==> config.mk <==
export PLATFORM = sky130hd
export DESIGN_NAME = servo_position_and_sweep_control_flat
export DESIGN_NICKNAME = d
export VERILOG_FILES = /design/src/rtl/spc_pkg.sv /design/src/rtl/spc_req_if.sv /design/src/rtl/spc_rsp_if.sv /design/src/rtl/spc_csr.sv /design/src/rtl/spc_core.sv /design/src/rtl/servo_position_and_sweep_control.sv /design/src/flat_wrapper.sv
export SDC_FILE = /design/constraint.sdc
export NUM_CORES = 1
export LEC_CHECK = 0
export ABC_CLOCK_PERIOD_IN_PS = 18900
export CORE_ASPECT_RATIO = 1.25
export CORE_MARGIN = 2
export CORE_UTILIZATION = 60
export DETAILED_ROUTE_END_ITERATION = 8
export DONT_BUFFER_PORTS = 1
export GPL_TIMING_DRIVEN = 0
export PLACE_DENSITY = 0.76
export SLEW_MARGIN = 20
export SYNTH_ARGS = -nofsm -noshare
export SYNTH_HDL_FRONTEND = slang
export SYNTH_SLANG_ARGS = --single-unit
==> constraint.sdc <==
create_clock -name clock -period 18.9 [get_ports clock]
set_clock_uncertainty 0.2 [all_clocks]
set_input_delay 1.89 -clock clock [delete_from_list [all_inputs] [get_ports clock]]
set_output_delay 1.89 -clock clock [all_outputs]
set_load 0.005 [all_outputs]
==> src/rtl/spc_pkg.sv <==
// Shared types, register indexes and reset values for the servo position and sweep control.
package spc_pkg;

   // Configuration register indexes
   localparam int unsigned CsrIndexWidth = 3;
   typedef enum logic [CsrIndexWidth-1:0] {
      CSR_PULSE_MIN         = 3'd0,
      CSR_PULSE_MAX         = 3'd1,
      CSR_POSITION_OFFSET   = 3'd2,
      CSR_POSITION_DEADBAND = 3'd3,
      CSR_RATE_DEADBAND     = 3'd4,
      CSR_SWEEP_THRESHOLD   = 3'd5,
      CSR_RATE_BASE         = 3'd6
   } csr_index_type;

   localparam int unsigned CsrDataWidth = 8;

   // Register reset values
   localparam logic [7:0] PulseMinReset         = 8'd75;
   localparam logic [7:0] PulseMaxReset         = 8'd205;
   localparam logic [6:0] PositionOffsetReset   = 7'd75;
   localparam logic [7:0] PositionDeadbandReset = 8'd3;
   localparam logic [6:0] RateDeadbandReset     = 7'd5;
   localparam logic [7:0] SweepThresholdReset   = 8'd10;
   localparam logic [6:0] RateBaseReset         = 7'd70;

   // State reset values
   localparam logic [7:0] WidthCountReset  = 8'd160;
   localparam logic [6:0] PeriodValueReset = 7'd9;

   typedef struct packed {
      logic [7:0] pulse_min;
      logic [7:0] pulse_max;
      logic [6:0] position_offset;
      logic [7:0] position_deadband;
      logic [6:0] rate_deadband;
      logic [7:0] sweep_threshold;
      logic [6:0] rate_base;
   } cfg_type;

   typedef struct packed {
      logic [7:0] sample;
      logic       position_mode;
      logic       sweep_step;
   } item_type;

   typedef struct packed {
      logic [7:0] pulse_width;
      logic [6:0] sweep_period;
      logic       period_changed;
   } result_type;

endpackage

==> src/rtl/spc_req_if.sv <==
// Input channel carrying one control sample beat.
interface spc_req_if;
   logic       valid;
   logic       ready;
   logic [7:0] sample;
   logic       position_mode;
   logic       sweep_step;

   modport source (output valid, output sample, output position_mode, output sweep_step,
                   input ready);
   modport sink (input valid, input sample, input position_mode, input sweep_step,
                 output ready);
endinterface

==> src/rtl/spc_rsp_if.sv <==
// Result channel carrying one pulse width and sweep period beat.
interface spc_rsp_if;
   logic       valid;
   logic       ready;
   logic [7:0] pulse_width;
   logic [6:0] sweep_period;
   logic       period_changed;

   modport source (output valid, output pulse_width, output sweep_period,
                   output period_changed, input ready);
   modport sink (input valid, input pulse_width, input sweep_period,
                 input period_changed, output ready);
endinterface

==> src/rtl/spc_csr.sv <==
// Configuration register file with a plain write port.
module spc_csr (
   input  logic                                clock,
   input  logic                                reset,
   input  logic                                csr_write_enable,
   input  logic [spc_pkg::CsrIndexWidth-1:0]   csr_index,
   input  logic [spc_pkg::CsrDataWidth-1:0]    csr_write_data,
   output spc_pkg::cfg_type                    cfg
);
   import spc_pkg::*;

   cfg_type cfg_ff;
   cfg_type cfg_in;

   // Decode the write and update one register
   always_comb begin
      cfg_in = cfg_ff;
      if (csr_write_enable) begin
         case (csr_index_type'(csr_index))
            CSR_PULSE_MIN:         cfg_in.pulse_min         = csr_write_data;
            CSR_PULSE_MAX:         cfg_in.pulse_max         = csr_write_data;
            CSR_POSITION_OFFSET:   cfg_in.position_offset   = csr_write_data[6:0];
            CSR_POSITION_DEADBAND: cfg_in.position_deadband = csr_write_data;
            CSR_RATE_DEADBAND:     cfg_in.rate_deadband     = csr_write_data[6:0];
            CSR_SWEEP_THRESHOLD:   cfg_in.sweep_threshold   = csr_write_data;
            CSR_RATE_BASE:         cfg_in.rate_base         = csr_write_data[6:0];
            default:               cfg_in = cfg_ff;
         endcase
      end
   end

   always_ff @(posedge clock) begin
      if (reset) begin
         cfg_ff.pulse_min         <= PulseMinReset;
         cfg_ff.pulse_max         <= PulseMaxReset;
         cfg_ff.position_offset   <= PositionOffsetReset;
         cfg_ff.position_deadband <= PositionDeadbandReset;
         cfg_ff.rate_deadband     <= RateDeadbandReset;
         cfg_ff.sweep_threshold   <= SweepThresholdReset;
         cfg_ff.rate_base         <= RateBaseReset;
      end else begin
         cfg_ff <= cfg_in;
      end
   end

   assign cfg = cfg_ff;

endmodule

==> src/rtl/spc_core.sv <==
// Filter, position and sweep state with its single-pass update logic.
module spc_core (
   input  logic                 clock,
   input  logic                 reset,
   input  logic                 fire,
   input  spc_pkg::item_type    item,
   input  spc_pkg::cfg_type     cfg,
   output spc_pkg::result_type  result
);
   import spc_pkg::*;

   logic [15:0] acc_ff, acc_in;
   logic        primed_ff, primed_in;
   logic [7:0]  last_position_ff, last_position_in;
   logic [7:0]  width_count_ff, width_count_in;
   logic        sweeping_up_ff, sweeping_up_in;
   logic [6:0]  last_rate_ff, last_rate_in;
   logic [6:0]  period_value_ff, period_value_in;
   logic        step_pending_ff, step_pending_in;
   logic        changed;

   logic [16:0]       acc_sum;
   logic [7:0]        filt;
   logic [7:0]        pos_diff;
   logic [5:0]        quarter;
   logic [6:0]        rate;
   logic [6:0]        rate_diff;
   logic              pending;
   logic signed [9:0] step_val;

   always_comb begin
      acc_in          = acc_ff;
      primed_in       = primed_ff;
      last_position_in = last_position_ff;
      width_count_in  = width_count_ff;
      sweeping_up_in  = sweeping_up_ff;
      last_rate_in    = last_rate_ff;
      period_value_in = period_value_ff;
      changed         = 1'b0;

      // Latch the timer flag
      pending = step_pending_ff | item.sweep_step;
      step_pending_in = pending;

      // Advance the 1/256 average
      acc_sum = {1'b0, acc_ff} - {9'd0, acc_ff[15:8]} + {9'd0, item.sample};
      filt    = acc_sum[15:8];

      pos_diff  = (last_position_ff > filt) ? last_position_ff - filt : filt - last_position_ff;
      quarter   = filt[7:2];
      rate      = (cfg.rate_base > {1'b0, quarter}) ? cfg.rate_base - {1'b0, quarter} : 7'd0;
      rate_diff = (last_rate_ff > rate) ? last_rate_ff - rate : rate - last_rate_ff;

      // Sweep step with reversal at the limits
      step_val = $signed({2'b00, width_count_ff}) + (sweeping_up_ff ? 10'sd1 : -10'sd1);

      if (!primed_ff) begin
         // Seed from the first sample
         acc_in           = {item.sample, 8'd0};
         last_position_in = item.sample;
         width_count_in   = {1'b0, item.sample[7:1]} + {1'b0, cfg.position_offset};
         primed_in        = 1'b1;
      end else begin
         acc_in = acc_sum[15:0];
         if (item.position_mode) begin
            if (pos_diff > cfg.position_deadband) begin
               last_position_in = filt;
               width_count_in   = {1'b0, filt[7:1]} + {1'b0, cfg.position_offset};
            end
         end else if (filt > cfg.sweep_threshold) begin
            if (rate_diff > cfg.rate_deadband) begin
               period_value_in = rate;
               last_rate_in    = rate;
               changed         = 1'b1;
            end
            if (pending) begin
               step_pending_in = 1'b0;
               if (step_val >= $signed({2'b00, cfg.pulse_max})) begin
                  step_val       = step_val - 10'sd1;
                  sweeping_up_in = 1'b0;
               end else if (step_val <= $signed({2'b00, cfg.pulse_min})) begin
                  step_val       = step_val + 10'sd1;
                  sweeping_up_in = 1'b1;
               end
               if (step_val < 10'sd0) begin
                  width_count_in = 8'd0;
               end else if (step_val > 10'sd255) begin
                  width_count_in = 8'd255;
               end else begin
                  width_count_in = step_val[7:0];
               end
            end
         end
      end

      result.pulse_width    = width_count_in;
      result.sweep_period   = period_value_in;
      result.period_changed = changed;
   end

   // Commit state once per accepted beat
   always_ff @(posedge clock) begin
      if (reset) begin
         acc_ff           <= 16'd0;
         primed_ff        <= 1'b0;
         last_position_ff <= 8'd0;
         width_count_ff   <= WidthCountReset;
         sweeping_up_ff   <= 1'b1;
         last_rate_ff     <= 7'd0;
         period_value_ff  <= PeriodValueReset;
         step_pending_ff  <= 1'b0;
      end else if (fire) begin
         acc_ff           <= acc_in;
         primed_ff        <= primed_in;
         last_position_ff <= last_position_in;
         width_count_ff   <= width_count_in;
         sweeping_up_ff   <= sweeping_up_in;
         last_rate_ff     <= last_rate_in;
         period_value_ff  <= period_value_in;
         step_pending_ff  <= step_pending_in;
      end
   end

endmodule

==> src/rtl/servo_position_and_sweep_control.sv <==
// A beat accepted into the input register is loaded into the result register when the
// result stage can take it, and its result is then offered on the response channel.
// Throughput: one beat per cycle unless the result stage stalls; the state loop is combinational.
// A stalled result stage holds the input register full, then drops req ready.
// Reset (synchronous, active high) restores register defaults, clears the filter
// and priming, and empties both pipeline stages.
module servo_position_and_sweep_control (
   input  logic                              clock,
   input  logic                              reset,
   spc_req_if.sink                           req_chan,
   spc_rsp_if.source                         rsp_chan,
   input  logic                              csr_write_enable,
   input  logic [spc_pkg::CsrIndexWidth-1:0] csr_index,
   input  logic [spc_pkg::CsrDataWidth-1:0]  csr_write_data
);
   import spc_pkg::*;

   cfg_type    cfg;
   item_type   item_ff;
   logic       in_valid_ff;
   result_type result_in;
   result_type result_ff;
   logic       out_valid_ff;
   logic       advance;
   logic       fire;

   spc_csr u_csr (
      .clock            (clock),
      .reset            (reset),
      .csr_write_enable (csr_write_enable),
      .csr_index        (csr_index),
      .csr_write_data   (csr_write_data),
      .cfg              (cfg)
   );

   // Result stage can take a new beat when empty or draining
   assign advance = !out_valid_ff || rsp_chan.ready;
   assign fire    = in_valid_ff && advance;
   assign req_chan.ready = !in_valid_ff || advance;

   // Hold the input beat
   always_ff @(posedge clock) begin
      if (reset) begin
         in_valid_ff <= 1'b0;
      end else if (req_chan.ready) begin
         in_valid_ff <= req_chan.valid;
      end
   end

   always_ff @(posedge clock) begin
      if (req_chan.ready && req_chan.valid) begin
         item_ff.sample        <= req_chan.sample;
         item_ff.position_mode <= req_chan.position_mode;
         item_ff.sweep_step    <= req_chan.sweep_step;
      end
   end

   spc_core u_core (
      .clock  (clock),
      .reset  (reset),
      .fire   (fire),
      .item   (item_ff),
      .cfg    (cfg),
      .result (result_in)
   );

   // Hold the result beat until taken
   always_ff @(posedge clock) begin
      if (reset) begin
         out_valid_ff <= 1'b0;
      end else if (advance) begin
         out_valid_ff <= in_valid_ff;
      end
   end

   always_ff @(posedge clock) begin
      if (fire) begin
         result_ff <= result_in;
      end
   end

   assign rsp_chan.valid          = out_valid_ff;
   assign rsp_chan.pulse_width    = result_ff.pulse_width;
   assign rsp_chan.sweep_period   = result_ff.sweep_period;
   assign rsp_chan.period_changed = result_ff.period_changed;

endmodule
==> src/flat_wrapper.sv <==
// flat-port wrapper written by rule: the top's interface ports become plain ports
module servo_position_and_sweep_control_flat import spc_pkg::*;
  (clock, reset, csr_write_enable, csr_index, csr_write_data, req_chan_valid, req_chan_sample, req_chan_position_mode, req_chan_sweep_step, req_chan_ready, rsp_chan_valid, rsp_chan_pulse_width, rsp_chan_sweep_period, rsp_chan_period_changed, rsp_chan_ready);
  spc_req_if req_chan_i ();
  spc_rsp_if rsp_chan_i ();
  input  logic clock;
  input  logic reset;
  input  logic csr_write_enable;
  input  logic [spc_pkg::CsrIndexWidth-1:0] csr_index;
  input  logic [spc_pkg::CsrDataWidth-1:0] csr_write_data;
  input wire logic [$bits(req_chan_i.valid)-1:0] req_chan_valid;
  input wire logic [$bits(req_chan_i.sample)-1:0] req_chan_sample;
  input wire logic [$bits(req_chan_i.position_mode)-1:0] req_chan_position_mode;
  input wire logic [$bits(req_chan_i.sweep_step)-1:0] req_chan_sweep_step;
  output wire logic [$bits(req_chan_i.ready)-1:0] req_chan_ready;
  output wire logic [$bits(rsp_chan_i.valid)-1:0] rsp_chan_valid;
  output wire logic [$bits(rsp_chan_i.pulse_width)-1:0] rsp_chan_pulse_width;
  output wire logic [$bits(rsp_chan_i.sweep_period)-1:0] rsp_chan_sweep_period;
  output wire logic [$bits(rsp_chan_i.period_changed)-1:0] rsp_chan_period_changed;
  input wire logic [$bits(rsp_chan_i.ready)-1:0] rsp_chan_ready;
  assign req_chan_i.valid = req_chan_valid;
  assign req_chan_i.sample = req_chan_sample;
  assign req_chan_i.position_mode = req_chan_position_mode;
  assign req_chan_i.sweep_step = req_chan_sweep_step;
  assign req_chan_ready = req_chan_i.ready;
  assign rsp_chan_valid = rsp_chan_i.valid;
  assign rsp_chan_pulse_width = rsp_chan_i.pulse_width;
  assign rsp_chan_sweep_period = rsp_chan_i.sweep_period;
  assign rsp_chan_period_changed = rsp_chan_i.period_changed;
  assign rsp_chan_i.ready = rsp_chan_ready;
  servo_position_and_sweep_control u_core (.clock(clock), .reset(reset), .req_chan(req_chan_i), .rsp_chan(rsp_chan_i), .csr_write_enable(csr_write_enable), .csr_index(csr_index), .csr_write_data(csr_write_data));
endmodule
==> results.md <==
- Outcome: completed
- Grt total ovfl: 0
- Grt peak-use layer: met2
- DRT Pass-1 Iters: 5
- Critical path's top delay family: compound AO/OA/AOI/OAI gates
- Setup Fix Bufs, Post-CTS: 0
- Seq/Total Area, Yosys: between 20 and 30%
- CP Class: reg2reg
- Row count: 53
- Hold-fix buffers, CTS: 0
- Mean Syn Cell Area: just over 8 sq um
- Final setup viols: 0
- First-pass GRT wire length: ~45000 um
- TritonCTS buffer count: 17
- CTS sink count: 130
- Top-area cell type share of the netlist area: 20.42%
- Final hold violation count: 0
- Fin cells: about 1500
- Async SR Flop Fraction: 0%
- Cell mode on critical path: nor2_1
- Sw frac: 41.33%
- Crit path max-delay cell type: xnor2_1
- Die width: about 120 um
- Largest fanout on the critical path: 10
- Post-route DRC: 0
- Syn_nets: between 1000 and 1500
- DR vias: 9289
- Area Overhead vs Synth: 8.677%
- Maximum capacitance violations: 0
- Startpoint types: register
- Leakage power: about 4.6 nW
- Port bufs: 0
- Clk Tree Root Cell: clkbuf_16
- Share of layout cells above drive strength 1: just under 7%
- Max Freq: ~100 MHz
- N_diodes: 0
- P_int: 0.7631 mW
- WHS Path Cells: 2
- Final WS setup: 8.872 ns
- Global Route Usage Sum: about a third
- Fillers: approximately 1500
- Largest net degree at the start of global routing: 26
- Data required, critical path: 19.04 ns
- TritonCTS clock tree: yes
- Stages on the worst setup path: 36
- Final worst path period share: a little over half
- Synth Register Bits: 130
- Final Power: around 1.3 mW
- GR Layer Usage met2: a little under three fifths
- M1 GR Usage: 36.68%
- Largest cells by area after synthesis: dfxtp_1, ha_1, edfxtp_1
- Clock transition at path regs: ~0.06 ns
- CP bufs+invs: 2
- Reg power frac: between 20 and 25%
- Clock buffer depth: 2
- Initial Util: between 60% and 70%
- Core Box Area: about 17000 sq um
- Die area: 18060 sq um
- Rel. slew slack: between 10% and 20%
- Slew Viols, Final: 0
- CP peak stage delay: roughly 0.93 ns
- Worst path arrival time: 10.17 ns
- Post-synth top flop: dfxtp_1
- Synth warn: 0
- Synth area leader: dfxtp_1
- Number of flops mapped to enable cells by yosys: 26
- R2R depth: 36
- Die height: 149.7 um
- Final Util: about 66%
- Worst vdd ir: 0.07677 mV
- Worst min-delay path class: reg2reg
- PD cells: 117.4 nW/um^2
- NetSw: 0.5375 mW
- Io pins: 44
- Worst-skew pair later-pin latency: about 0.43 ns
- Gate Count Post-Synth: ~1200
- Actual slew at the worst max-slew pin: around 1.2 ns
- Logic pwr share: between 50% and 60%
- 1st-iter DRT viols: between 600 and 700
- Minimum clock period: about 10 ns
- Gates resized, CTS repair: 0
- Vias in the first global route: approximately 8900
- Routed length per instance: 18.88 um
- Dpl ws: between 9 and 10 ns
- Setup TNS: 0 ns
- RSZ-0062 raised after global routing: false
- Drt via density: 6.222
- Nets@finish: 1404
- Initial antenna violation count: 0
- Routed WL: between 20000 and 30000 um
- Gp weighted congestion: between 0.9 and 1
- Routed Antenna Nets: 0
- Worst setup EP type: register
- Cell Area, Synth: just over 10000 sq um
- GR Layer Usage met3: 5.526%
- H-Tree Depth: 4
- Clock share of power: between 20% and 30%
- DP HPWL: roughly 22000 um
- Unique masters post-synth: 88
- Placed cells: roughly 1500
## registers in the layout (all words and copies together) (netlist names), 8 cells and up
signal,count
u_core.u_csr.cfg,53
u_core.u_core.acc_ff,16
u_core.item_ff,10
u_core.rsp_chan.pulse_width,8
u_core.u_core.last_position_ff,8
u_core.u_core.width_count_ff,8
## power by group through the flow
stage	logic [mW]	clock network [mW]	registers, mW
global placement	0.629	0	0.320
global route	0.731	0.347	0.317
detailed placement	0.644	0	0.321
finish	0.653	0.332	0.315
floorplan	0.495	0	0.315
CTS	0.650	0.333	0.315
## path summary, 6_finish.rpt
check	from	endpoint	slack (ns)
worst max-delay path	u_core.item_ff[3]	u_core.u_core.last_rate_ff[1]	8.87
worst min-delay path	u_core.u_csr.cfg[14]	u_core.u_csr.cfg[14]	0.25
worst max register to register	u_core.item_ff[3]	u_core.u_core.last_rate_ff[1]	8.87
worst min register to register	u_core.u_csr.cfg[14]	u_core.u_csr.cfg[14]	0.25
## cells in the final DEF, fill, tap and decap left out, types with 5 or more instances in the layout
master / synthesis / final
a211oi_1: 28 / 28
a31oi_1: 6 / 6
nor4_1: 6 / 6
o2111ai_1: 5 / 5
clkbuf_16: 0 / 20
a2111oi_0: 8 / 8
and3_1: 14 / 14
or2_2: 5 / 5
ha_1: 103 / 103
maj3_1: 6 / 6
o21bai_1: 5 / 5
o21a_1: 15 / 15
a41oi_1: 8 / 8
nor3_1: 29 / 28
and2_1: 9 / 9
fa_1: 15 / 15
nand2_1: 128 / 128
a21o_1: 13 / 13
and4_1: 7 / 7
dfxtp_1: 104 / 104
inv_1: 140 / 140
edfxtp_1: 26 / 26
nand2b_1: 16 / 16
o21ai_0: 48 / 48
mux2i_1: 34 / 34
buf_2: 6 / 6
a22oi_1: 8 / 8
xnor2_1: 32 / 32
nor2_1: 95 / 95
clkbuf_1: 26 / 26
nor2b_1: 16 / 16
xor2_1: 13 / 13
o211ai_1: 26 / 26
nand4_1: 10 / 10
nand3_1: 30 / 30
a21oi_1: 92 / 92
or3_1: 5 / 5
a221oi_1: 6 / 6
## synthesized netlist by cell type (9+ instances only)
master and number:
a211oi_1 28, a21o_1 13, a21oi_1 92, and2_1 9
and3_1 14, clkbuf_1 26, dfxtp_1 104, edfxtp_1 26
fa_1 15, ha_1 103, inv_1 140, mux2i_1 34
nand2_1 128, nand2b_1 16, nand3_1 30, nand4_1 10
nor2_1 95, nor2b_1 16, nor3_1 29, o211ai_1 26
o21a_1 15, o21ai_0 48, xnor2_1 32, xor2_1 13
## routing by layer
layer | wire (um) | up-vias
li1 | - | 4491
met1 | 10990 | 4381
met2 | 14250 | 312
met3 | 1445 | 105
met4 | 1516 | 0
met5 | 0 | -
## worst reg2reg max path, delay by kind of cell (launching register included)
family	cells	cell delay (ns)
multiplexers	1	0.28
XOR/XNOR	2	1.09
buffers and inverters	2	0.47
AO/OA/AOI/OAI	13	2.65
AND/OR/NAND/NOR	12	2.48
flip-flops	1	0.44
adder cells (fa/ha/maj)	6	2.31
## logic make-up (layout without fill, tap and decap cells)
logic type	Yosys count	in the layout	synth area share, %
simple gates	385	385	17.96
compound gates	332	332	22.59
xor+xnor	45	45	3.866
buf+inv	188	220	7.658
flops	130	130	28.08
mux	37	37	3.670
fa+ha+maj	124	124	16.18
## final cells by class
type | count | area [sq um] | area share (%)
Buffer | 43 | 237.7 | 2.146
Clock buffer | 22 | 518.0 | 4.675
Clock inverter | 10 | 85.08 | 0.7679
Inverter | 145 | 544.3 | 4.912
Multi-Input combinational cell | 923 | 6556 | 59.18
Sequential cell | 130 | 2863 | 25.84
Tap cell | 220 | 275.3 | 2.484
## through the flow
step	area [sq um]	hold WS (ns)
after global placement	10470	0.2402
after floorplan	10190	0.2315
after detailed placement	10480	0.2457
final	11080	0.2550
after global routing	11080	0.2683
after CTS	11080	0.2534
No activity file was read; power rests on OpenSTA's default activity.
